**config.mk**
```make
export PLATFORM = sky130hd
export DESIGN_NAME = hop_count_route_table_unit
export DESIGN_NICKNAME = d
export VERILOG_FILES = /design/src/hcrt_pkg.sv /design/src/hop_count_route_table_unit.sv /design/src/hcrt_front.sv /design/src/hcrt_back.sv
export SDC_FILE = /design/constraint.sdc
export NUM_CORES = 1
export LEC_CHECK = 0
export ABC_CLOCK_PERIOD_IN_PS = 7600
export BUFFER_PORTS_ARGS = -buffer_cell sky130_fd_sc_hd__buf_2
export CORE_ASPECT_RATIO = 1.25
export CORE_UTILIZATION = 50
export CTS_CLUSTER_SIZE = 10
export DETAILED_ROUTE_END_ITERATION = 12
export GPL_TIMING_DRIVEN = 0
export PLACE_DENSITY = 0.66
export SLEW_MARGIN = 20
export SYNTH_ARGS = -nofsm -noshare
export SYNTH_HDL_FRONTEND = slang
export SYNTH_HIERARCHICAL = 1
export SYNTH_SLANG_ARGS = --single-unit
```
**constraint.sdc**
```tcl
create_clock -name clk_i -period 7.6 [get_ports clk_i]
set_input_delay 1.52 -clock clk_i [delete_from_list [all_inputs] [get_ports clk_i]]
set_output_delay 1.52 -clock clk_i [all_outputs]
set_load 0.05 [all_outputs]
```
**src/hcrt_pkg.sv**
```systemverilog
package hcrt_pkg;

  localparam logic [15:0] DEFAULT_ADDR  = 16'hFFFF;
  localparam logic [7:0]  UNREACHABLE   = 8'hFF;
  localparam logic [7:0]  DEFAULT_LIFE  = 8'd120;
  localparam logic [7:0]  RESET_REFRESH = 8'd100;

  typedef enum logic {
    ACT_ADVERTISE = 1'b0,
    ACT_TICK      = 1'b1
  } action_e;

  // queued command: distance already incremented and saturated
  typedef struct packed {
    action_e     action;
    logic [15:0] addr;
    logic [7:0]  distance;
  } cmd_t;

  typedef struct packed {
    logic [15:0] addr;
    logic [7:0]  distance;
    logic [7:0]  life;
  } entry_t;

  typedef struct packed {
    logic        valid;
    logic        accepted;
    logic [15:0] parent_address;
    logic [7:0]  parent_distance;
    logic        advertise;
  } res_t;

endpackage

```
**src/hop_count_route_table_unit.sv**
```systemverilog
// Neighbor route table for hop-count distance-vector routing.
//
// Command channel: an item (action_i, src_address_i, hop_distance_i) is
// taken on a rising edge with start high and busy low. A two-deep command
// queue sits between the front end and the table engine, so busy only rises
// when two items wait behind the one in work.
// Result channel: result_valid_o pulses for one cycle per item with
// accepted_o, parent_address_o, parent_distance_o, entry_count_o and
// advertise_o. There is no back-pressure; the receiver must take each beat.
// Config channel: cfg_valid_i/cfg_ready_o/cfg_data_i writes refresh_life;
// ready is always high. Write it only while no item is in flight.
// Engine steps: a tick is one pass that ages, compacts and picks the parent
// (a memory read and a write a cycle); an advertisement for the default
// address goes straight to the write step, any other address first does a
// linear search (one read a cycle) before the write step. Items run one
// at a time in the engine; a queued item waits for the one ahead.
// Reset: table holds only the default route, refresh_life is 100. No
// clearing pass is needed; entries past the fill count are never read.
module hop_count_route_table_unit #(
  parameter int TABLE_DEPTH = 16,
  parameter int IS_SINK     = 0
) (
  input  logic        clk_i,
  input  logic        rst_ni,
  input  logic        start,
  output logic        busy,
  input  logic        action_i,
  input  logic [15:0] src_address_i,
  input  logic [7:0]  hop_distance_i,
  input  logic        cfg_valid_i,
  output logic        cfg_ready_o,
  input  logic [7:0]  cfg_data_i,
  output logic        result_valid_o,
  output logic        accepted_o,
  output logic [15:0] parent_address_o,
  output logic [7:0]  parent_distance_o,
  output logic [3:0]  entry_count_o,
  output logic        advertise_o
);
  import hcrt_pkg::*;

  localparam int IW = $clog2(TABLE_DEPTH);

  logic           q_valid, q_ready, full;
  cmd_t           q_cmd;
  res_t           res;
  logic [IW-1:0]  used;
  logic [IW+3:0]  used_ext;
  logic [7:0]     refresh_life_q;

  assign cfg_ready_o = 1'b1;
  assign busy        = full;

  // refresh lifetime register
  always_ff @(posedge clk_i or negedge rst_ni) begin
    if (!rst_ni) begin
      refresh_life_q <= RESET_REFRESH;
    end else if (cfg_valid_i && cfg_ready_o) begin
      refresh_life_q <= cfg_data_i;
    end
  end

  hcrt_front u_front (
    .clk_i          (clk_i),
    .rst_ni         (rst_ni),
    .push_i         (start && !full),
    .action_i       (action_i),
    .src_address_i  (src_address_i),
    .hop_distance_i (hop_distance_i),
    .full_o         (full),
    .q_valid_o      (q_valid),
    .q_ready_i      (q_ready),
    .q_cmd_o        (q_cmd)
  );

  hcrt_back #(
    .TABLE_DEPTH (TABLE_DEPTH),
    .IS_SINK     (IS_SINK),
    .IW          (IW)
  ) u_back (
    .clk_i          (clk_i),
    .rst_ni         (rst_ni),
    .q_valid_i      (q_valid),
    .q_ready_o      (q_ready),
    .q_cmd_i        (q_cmd),
    .refresh_life_i (refresh_life_q),
    .res_o          (res),
    .used_o         (used)
  );

  // entry count is the low four bits of the fill count
  assign used_ext          = {4'b0000, used};
  assign entry_count_o     = used_ext[3:0];
  assign result_valid_o    = res.valid;
  assign accepted_o        = res.accepted;
  assign parent_address_o  = res.parent_address;
  assign parent_distance_o = res.parent_distance;
  assign advertise_o       = res.advertise;

endmodule

```
**src/hcrt_front.sv**
```systemverilog
module hcrt_front (
  input  logic               clk_i,
  input  logic               rst_ni,
  input  logic               push_i,
  input  logic               action_i,
  input  logic [15:0]        src_address_i,
  input  logic [7:0]         hop_distance_i,
  output logic               full_o,
  output logic               q_valid_o,
  input  logic               q_ready_i,
  output hcrt_pkg::cmd_t     q_cmd_o
);
  import hcrt_pkg::*;

  cmd_t       slot_q [2];
  logic       wptr_q, wptr_d;
  logic       rptr_q, rptr_d;
  logic [1:0] cnt_q, cnt_d;
  cmd_t       cmd_in;
  logic       pop;

  always_comb begin
    cmd_in.action   = action_e'(action_i);
    cmd_in.addr     = src_address_i;
    cmd_in.distance = (hop_distance_i < UNREACHABLE) ? hop_distance_i + 8'd1 : UNREACHABLE;
  end

  assign full_o    = (cnt_q == 2'd2);
  assign q_valid_o = (cnt_q != 2'd0);
  assign q_cmd_o   = slot_q[rptr_q];
  assign pop       = q_valid_o && q_ready_i;

  always_comb begin
    wptr_d = wptr_q;
    rptr_d = rptr_q;
    cnt_d  = cnt_q;
    if (push_i) begin
      wptr_d = ~wptr_q;
    end
    if (pop) begin
      rptr_d = ~rptr_q;
    end
    if (push_i && !pop) begin
      cnt_d = cnt_q + 2'd1;
    end else if (pop && !push_i) begin
      cnt_d = cnt_q - 2'd1;
    end
  end

  always_ff @(posedge clk_i or negedge rst_ni) begin
    if (!rst_ni) begin
      wptr_q <= 1'b0;
      rptr_q <= 1'b0;
      cnt_q  <= 2'd0;
    end else begin
      wptr_q <= wptr_d;
      rptr_q <= rptr_d;
      cnt_q  <= cnt_d;
    end
  end

  always_ff @(posedge clk_i) begin
    if (push_i) begin
      slot_q[wptr_q] <= cmd_in;
    end
  end

endmodule

```
**src/hcrt_back.sv**
```systemverilog
module hcrt_back #(
  parameter int TABLE_DEPTH = 16,
  parameter int IS_SINK     = 0,
  parameter int IW          = $clog2(TABLE_DEPTH)
) (
  input  logic               clk_i,
  input  logic               rst_ni,
  input  logic               q_valid_i,
  output logic               q_ready_o,
  input  hcrt_pkg::cmd_t     q_cmd_i,
  input  logic [7:0]         refresh_life_i,
  output hcrt_pkg::res_t     res_o,
  output logic [IW-1:0]      used_o
);
  import hcrt_pkg::*;

  typedef enum logic [3:0] {
    ST_IDLE      = 4'b0001,
    ST_ADV_SCAN  = 4'b0010,
    ST_ADV_WRITE = 4'b0100,
    ST_TICK_SCAN = 4'b1000
  } state_e;

  localparam logic [IW-1:0] FULL     = IW'(TABLE_DEPTH - 1);
  localparam logic [IW-1:0] ONE      = IW'(1);
  localparam logic [7:0]    D0_RESET = (IS_SINK != 0) ? 8'd0 : UNREACHABLE;

  // entries 1 and up; the default route lives in registers
  entry_t mem [TABLE_DEPTH];
  entry_t rdata_q;

  state_e        state_q, state_d;
  cmd_t          cmd_q, cmd_d;
  logic [IW-1:0] used_q, used_d;
  logic [IW-1:0] par_idx_q, par_idx_d;
  logic [15:0]   par_addr_q, par_addr_d;
  logic [7:0]    par_dist_q, par_dist_d;
  logic [7:0]    d0_q, d0_d;
  logic [IW-1:0] rd_q, rd_d;
  logic [IW-1:0] wr_q, wr_d;
  logic          rvalid_q, rvalid_d;
  logic [IW-1:0] ridx_q, ridx_d;
  logic [IW-1:0] pos_q, pos_d;
  logic          hit_q, hit_d;
  logic [7:0]    least_q, least_d;
  logic [IW-1:0] best_idx_q, best_idx_d;
  logic [15:0]   best_addr_q, best_addr_d;
  logic [7:0]    best_dist_q, best_dist_d;
  res_t          res_q, res_d;

  logic          ren, we;
  logic [IW-1:0] raddr, waddr;
  entry_t        wdata;
  logic          match, keep;

  assign q_ready_o = (state_q == ST_IDLE);
  assign res_o     = res_q;
  assign used_o    = used_q;
  assign match     = rvalid_q && (rdata_q.addr == cmd_q.addr);
  assign keep      = rdata_q.life > 8'd1;   // survives aging

  always_comb begin
    state_d     = state_q;
    cmd_d       = cmd_q;
    used_d      = used_q;
    par_idx_d   = par_idx_q;
    par_addr_d  = par_addr_q;
    par_dist_d  = par_dist_q;
    d0_d        = d0_q;
    rd_d        = rd_q;
    wr_d        = wr_q;
    rvalid_d    = 1'b0;
    ridx_d      = ridx_q;
    pos_d       = pos_q;
    hit_d       = hit_q;
    least_d     = least_q;
    best_idx_d  = best_idx_q;
    best_addr_d = best_addr_q;
    best_dist_d = best_dist_q;
    res_d       = res_q;
    res_d.valid = 1'b0;
    ren         = 1'b0;
    raddr       = rd_q;
    we          = 1'b0;
    waddr       = wr_q;
    wdata       = '0;

    unique case (state_q)
      ST_IDLE: begin
        if (q_valid_i) begin
          cmd_d = q_cmd_i;
          rd_d  = ONE;
          if (q_cmd_i.action == ACT_TICK) begin
            wr_d        = ONE;
            least_d     = d0_q;
            best_idx_d  = '0;
            best_addr_d = DEFAULT_ADDR;
            best_dist_d = d0_q;
            state_d     = ST_TICK_SCAN;
          end else if (q_cmd_i.addr == DEFAULT_ADDR) begin
            pos_d   = '0;
            hit_d   = 1'b1;
            state_d = ST_ADV_WRITE;
          end else begin
            state_d = ST_ADV_SCAN;
          end
        end
      end

      ST_ADV_SCAN: begin
        if (match) begin
          pos_d   = ridx_q;
          hit_d   = 1'b1;
          state_d = ST_ADV_WRITE;
        end else if (rd_q < used_q) begin
          ren      = 1'b1;
          rd_d     = rd_q + ONE;
          rvalid_d = 1'b1;
          ridx_d   = rd_q;
        end else begin
          // miss: append unless full
          pos_d   = used_q;
          hit_d   = (used_q != FULL);
          state_d = ST_ADV_WRITE;
        end
      end

      ST_ADV_WRITE: begin
        if (hit_q) begin
          if (pos_q != '0) begin
            we    = 1'b1;
            waddr = pos_q;
            wdata = '{addr: cmd_q.addr, distance: cmd_q.distance, life: refresh_life_i};
          end else begin
            d0_d = cmd_q.distance;
          end
          if (pos_q == used_q) begin
            used_d = used_q + ONE;
          end
          if (pos_q == par_idx_q) begin
            par_dist_d = cmd_q.distance;
          end
        end
        res_d.valid           = 1'b1;
        res_d.accepted        = hit_q;
        res_d.parent_address  = par_addr_q;
        res_d.parent_distance = par_dist_d;
        res_d.advertise       = 1'b0;
        state_d               = ST_IDLE;
      end

      ST_TICK_SCAN: begin
        // age, compact in place and track the minimum in one pass
        if (rvalid_q && keep) begin
          we    = 1'b1;
          waddr = wr_q;
          wdata = '{addr: rdata_q.addr, distance: rdata_q.distance,
                    life: rdata_q.life - 8'd1};
          wr_d  = wr_q + ONE;
          if (rdata_q.distance < least_q) begin
            least_d     = rdata_q.distance;
            best_idx_d  = wr_q;
            best_addr_d = rdata_q.addr;
            best_dist_d = rdata_q.distance;
          end
        end
        if (rd_q < used_q) begin
          ren      = 1'b1;
          rd_d     = rd_q + ONE;
          rvalid_d = 1'b1;
        end else if (!rvalid_q) begin
          used_d                = wr_q;
          par_idx_d             = best_idx_q;
          par_addr_d            = best_addr_q;
          par_dist_d            = best_dist_q;
          res_d.valid           = 1'b1;
          res_d.accepted        = 1'b1;
          res_d.parent_address  = best_addr_q;
          res_d.parent_distance = best_dist_q;
          res_d.advertise       = 1'b1;
          state_d               = ST_IDLE;
        end
      end

      default: begin
        state_d = ST_IDLE;
      end
    endcase
  end

  always_ff @(posedge clk_i or negedge rst_ni) begin
    if (!rst_ni) begin
      state_q    <= ST_IDLE;
      used_q     <= ONE;
      par_idx_q  <= '0;
      par_addr_q <= DEFAULT_ADDR;
      par_dist_q <= D0_RESET;
      d0_q       <= D0_RESET;
      rvalid_q   <= 1'b0;
      res_q      <= '0;
    end else begin
      state_q    <= state_d;
      used_q     <= used_d;
      par_idx_q  <= par_idx_d;
      par_addr_q <= par_addr_d;
      par_dist_q <= par_dist_d;
      d0_q       <= d0_d;
      rvalid_q   <= rvalid_d;
      res_q      <= res_d;
    end
  end

  always_ff @(posedge clk_i) begin
    cmd_q       <= cmd_d;
    rd_q        <= rd_d;
    wr_q        <= wr_d;
    ridx_q      <= ridx_d;
    pos_q       <= pos_d;
    hit_q       <= hit_d;
    least_q     <= least_d;
    best_idx_q  <= best_idx_d;
    best_addr_q <= best_addr_d;
    best_dist_q <= best_dist_d;
  end

  always_ff @(posedge clk_i) begin
    if (we) begin
      mem[waddr] <= wdata;
    end
    if (ren) begin
      rdata_q <= mem[raddr];
    end
  end

endmodule

```
==> impl_results.md <==
- Status: finished clean
- RSZ-0062 raised after global routing: no
- Gpl congestion: 0.831
- CTS buffer count: 84
- Slowest-stage cell, CP: nor3_2
- H-tree depth reported by CTS: 3
- Core Util, Final: 0.588
- Clock buffer depth: 3
- Hpwl dp: 46300 um
- P_sw: 0.00346 W
- DIE HEIGHT: 274 um
- Filler-free cell count of the finished design: 2515
- Synth cell types: 67
- DRC: 0
- Core footprint: 58300 um^2
- Area leader, netlist: edfxtp_1
- Worst path required time: 7910 ps
- Starting Density: 0.507
- Worst slack, placed: 3630 ps
- Global route overflow: 0
- Number of synthesized flops with an enable pin: 663
- Int Power: 0.00823 W
- DRT antenna net count: 0
- Most numerous cell in the Yosys netlist: edfxtp_1
- Final WL: 69800 um
- Hold Vio Cnt, Final: 0
- Drt first pass iters: 5
- Crit path cell chain: nor4b_1, nand2_1, nor2_1, o21ai_2, nor3_2, buf_4, buf_6, buf_4
- CP startpoint kind: flip-flop
- Sequential element share of the synthesized area: 0.746
- Ant diodes: 0
- Most frequent cells after synthesis: 663 x edfxtp_1, 160 x mux4_2, 82 x nand2_1, 47 x dfrtp_1, 37 x dfstp_2
- Kind of critical path: reg2reg
- Clk root buf: clkbuf_16
- Peak supply drop: 327 uV
- Clock Skews: 23.2 ps
- I/O pins: 70
- Finished Cell Area: 34300 um^2
- Final setup margin: 3500 ps
- Slew Limit Fails: 0
- Die ar.: 60100 um^2
- Final setup viols: 0
- Cell Area, Placed: 31900 um^2
- CTS tree: built
- Layout Area Growth over Synthesis: 16.0%
- Clk Latency, worst-skew pair: 630 ps
- Max-Cap Viols: 0
- Syn nets: 1553
- R2R Setup Slk: 3500 ps
- Average footprint of a synthesized cell: 19.7 um^2
- Hold Startpoint: u_back/best_idx_q[0]
- Critical Path Max Stage Delay: 780 ps
- Worst R2R Start: u_back/state_q[1]
- Iteration-0 DRC Markers: 1640
- Sw frac: 0.296
- CP max FO: 8
- Clock group share of total power: 0.310
- Number of cells on the worst reg-to-reg path: 8
- Static leakage: 10.8 nW
- Achievable clock frequency: 244 MHz
- Async SR Flop Fraction: 0.112
- Critical path endpoint category: flip-flop
- Period utilisation layout: 0.539
- Cts repair resizes: 0
- Data arrival, critical path: 4410 ps
- Yosys warning total: 6
- Largest net degree at the start of global routing: 58
- Top FF cell, synth: edfxtp_1
- Cells after Synth: 1499
- Reg clk slew, reported paths: 60 ps
- Hold Path Sink: u_back/par_idx_q[0]
- # rows: 99
- Placed insts: 2376
- Rel. slew slack: 0.271
- Comb power frac: 0.230
- Hold path cells: 2
- Register bit total from synthesis: 747
- Worst-margin pin slew: 1090 ps
- Seq pwr share: 0.461
- Port bufs: 67
- Netlist Area Pre-Place: 29600 um^2
- Worst flop-to-flop path endpoint: u_back/mem[2][26]
- Routed vias: 15300
- Pwr/cell area: 341 nW/um^2
- Post-layout nets: 1759
- Yosys top cell area share: 0.673
- Hold-fix buffers at CTS: 0
- Synth area leaders: edfxtp_1 67%, mux4_2 12%, dfrtp_1 4.0%
- Share of layout cells above drive strength 1: 0.293
- Post-CTS Setup Inserts: 0
- First-pass GRT wire length: 102000 um
- Number of vias per cell: 6.09
- Type of the worst min-delay path: reg2reg
- WHS: 444 ps
- Post-DR wirelength/cell: 27.8 um
- Total track usage: 0.240
- Initial antenna violation count: 1
- Die W: 219 um
- Vias in the first global route: 15800
- Clk sinks: 747
- Final min period: 4100 ps
- Crit-path most repeated cell: buf_4
## kinds of logic after synthesis
kind of cell / Yosys count / share of synthesized area
buffers and inverters: 93 / 0.0141
XOR/XNOR: 41 / 0.0121
other: 1 / 0.000127
adder cells (fa/ha/maj): 17 / 0.00719
flip-flops: 747 / 0.746
AO/OA/AOI/OAI: 161 / 0.0403
multiplexers: 203 / 0.139
AND/OR/NAND/NOR: 236 / 0.0406
## layout make-up
class | count | area [um^2]
plain buffers | 73 | 349
clock buffers | 135 | 2360
clock inverters | 4 | 50.0
fillers | 4157 | 24100
inverters | 20 | 75.1
multi-input cells | 659 | 7210
flip-flops and latches | 747 | 22100
well taps | 757 | 947
repair buffers | 120 | 1230
## power groups by stage
stage                     sequential, W  clock [W]  combinational [W]
after floorplan                 0.00562          0            0.00160
after global placement          0.00546          0            0.00258
after detailed placement        0.00546          0            0.00270
after CTS                       0.00538    0.00368            0.00271
after global routing            0.00543    0.00383            0.00287
final                           0.00538    0.00362            0.00269
## worst max-delay path by stage
stage / start / endpoint / slack, ps / cells after the start
floorplan: u_back/pos_q[0] / u_back/mem[3][0] / 3310 / 6
global placement: u_back/state_q[1] / u_back/mem[1][29] / -350 / 5
finish: u_back/state_q[1] / u_back/mem[2][26] / 3500 / 8
global route: u_back/state_q[1] / u_back/mem[2][26] / 3350 / 8
CTS: u_back/state_q[1] / u_back/mem[2][26] / 3600 / 8
detailed placement: u_back/state_q[1] / u_back/mem[2][29] / 3630 / 8
## metrics by stage
step	total power, W	setup TNS [ps]
final	0.0117	0
after global routing	0.0121	0
after CTS	0.0118	0
after detailed placement	0.00816	0
after global placement	0.00804	-49430
after floorplan	0.00721	0
## worst max-delay path: cells and delay by family (launching register included)
kind,cells,cell delay (ps)
AO/OA/AOI/OAI,1,370
buffers and inverters,3,710
flip-flops,1,450
AND/OR/NAND/NOR,4,2250
## cells in the final DEF (no fill, tap or decap), types with 4 or more instances in the layout
master     count
edfxtp_1     663
mux4_2       160
buf_2         90
clkbuf_16     87
clkbuf_1      84
nand2_1       82
dfrtp_1       47
dfstp_2       37
mux2_2        31
xnor2_1       30
a21o_1        26
nor2_1        24
a22o_1        24
nand2b_1      24
and2_1        23
buf_16        22
buf_4         20
inv_1         19
nand3_1       19
buf_6         17
o21ai_0       17
a21oi_1       17
ha_1          17
a22oi_1       16
a221o_1       16
xor2_1        11
mux2_4         9
o21ai_1        9
nor2_4         8
nand4_1        7
nor2b_1        6
a31oi_1        6
nor3_2         6
nor3_1         5
nor4_1         4
buf_1          4
and3_1         4
## registers in the layout, indices dropped and copies added, names as in the netlist, 2 cells and up
signal / count
u_back/cmd_q: 24
refresh_life_q: 8
u_back/best_dist_q: 8
u_back/used_o: 4
u_back/par_idx_q: 4
u_back/state_q: 4
u_back/rdata_q: 32
u_back/pos_q: 4
u_back/ridx_q: 4
u_front/slot_q: 50
u_back/res_o: 27
u_back/par_dist_q: 8
u_back/best_idx_q: 4
u_back/d0_q: 8
u_back/best_addr_q: 16
u_back/par_addr_q: 16
u_front/cnt_q: 2
u_back/wr_q: 4
u_back/mem: 512
u_back/raddr: 4
## routing by layer
layer	vias up	wire, um	share of wire	GRT usage
met4	0	1880	0.027	0.0839
met3	119	5170	0.074	0.0342
li1	6492	-	-	-
met1	8034	27300	0.39	0.324
met5	-	0	0	0
met2	679	35400	0.51	0.401
(Power assumes the default switching activity.)
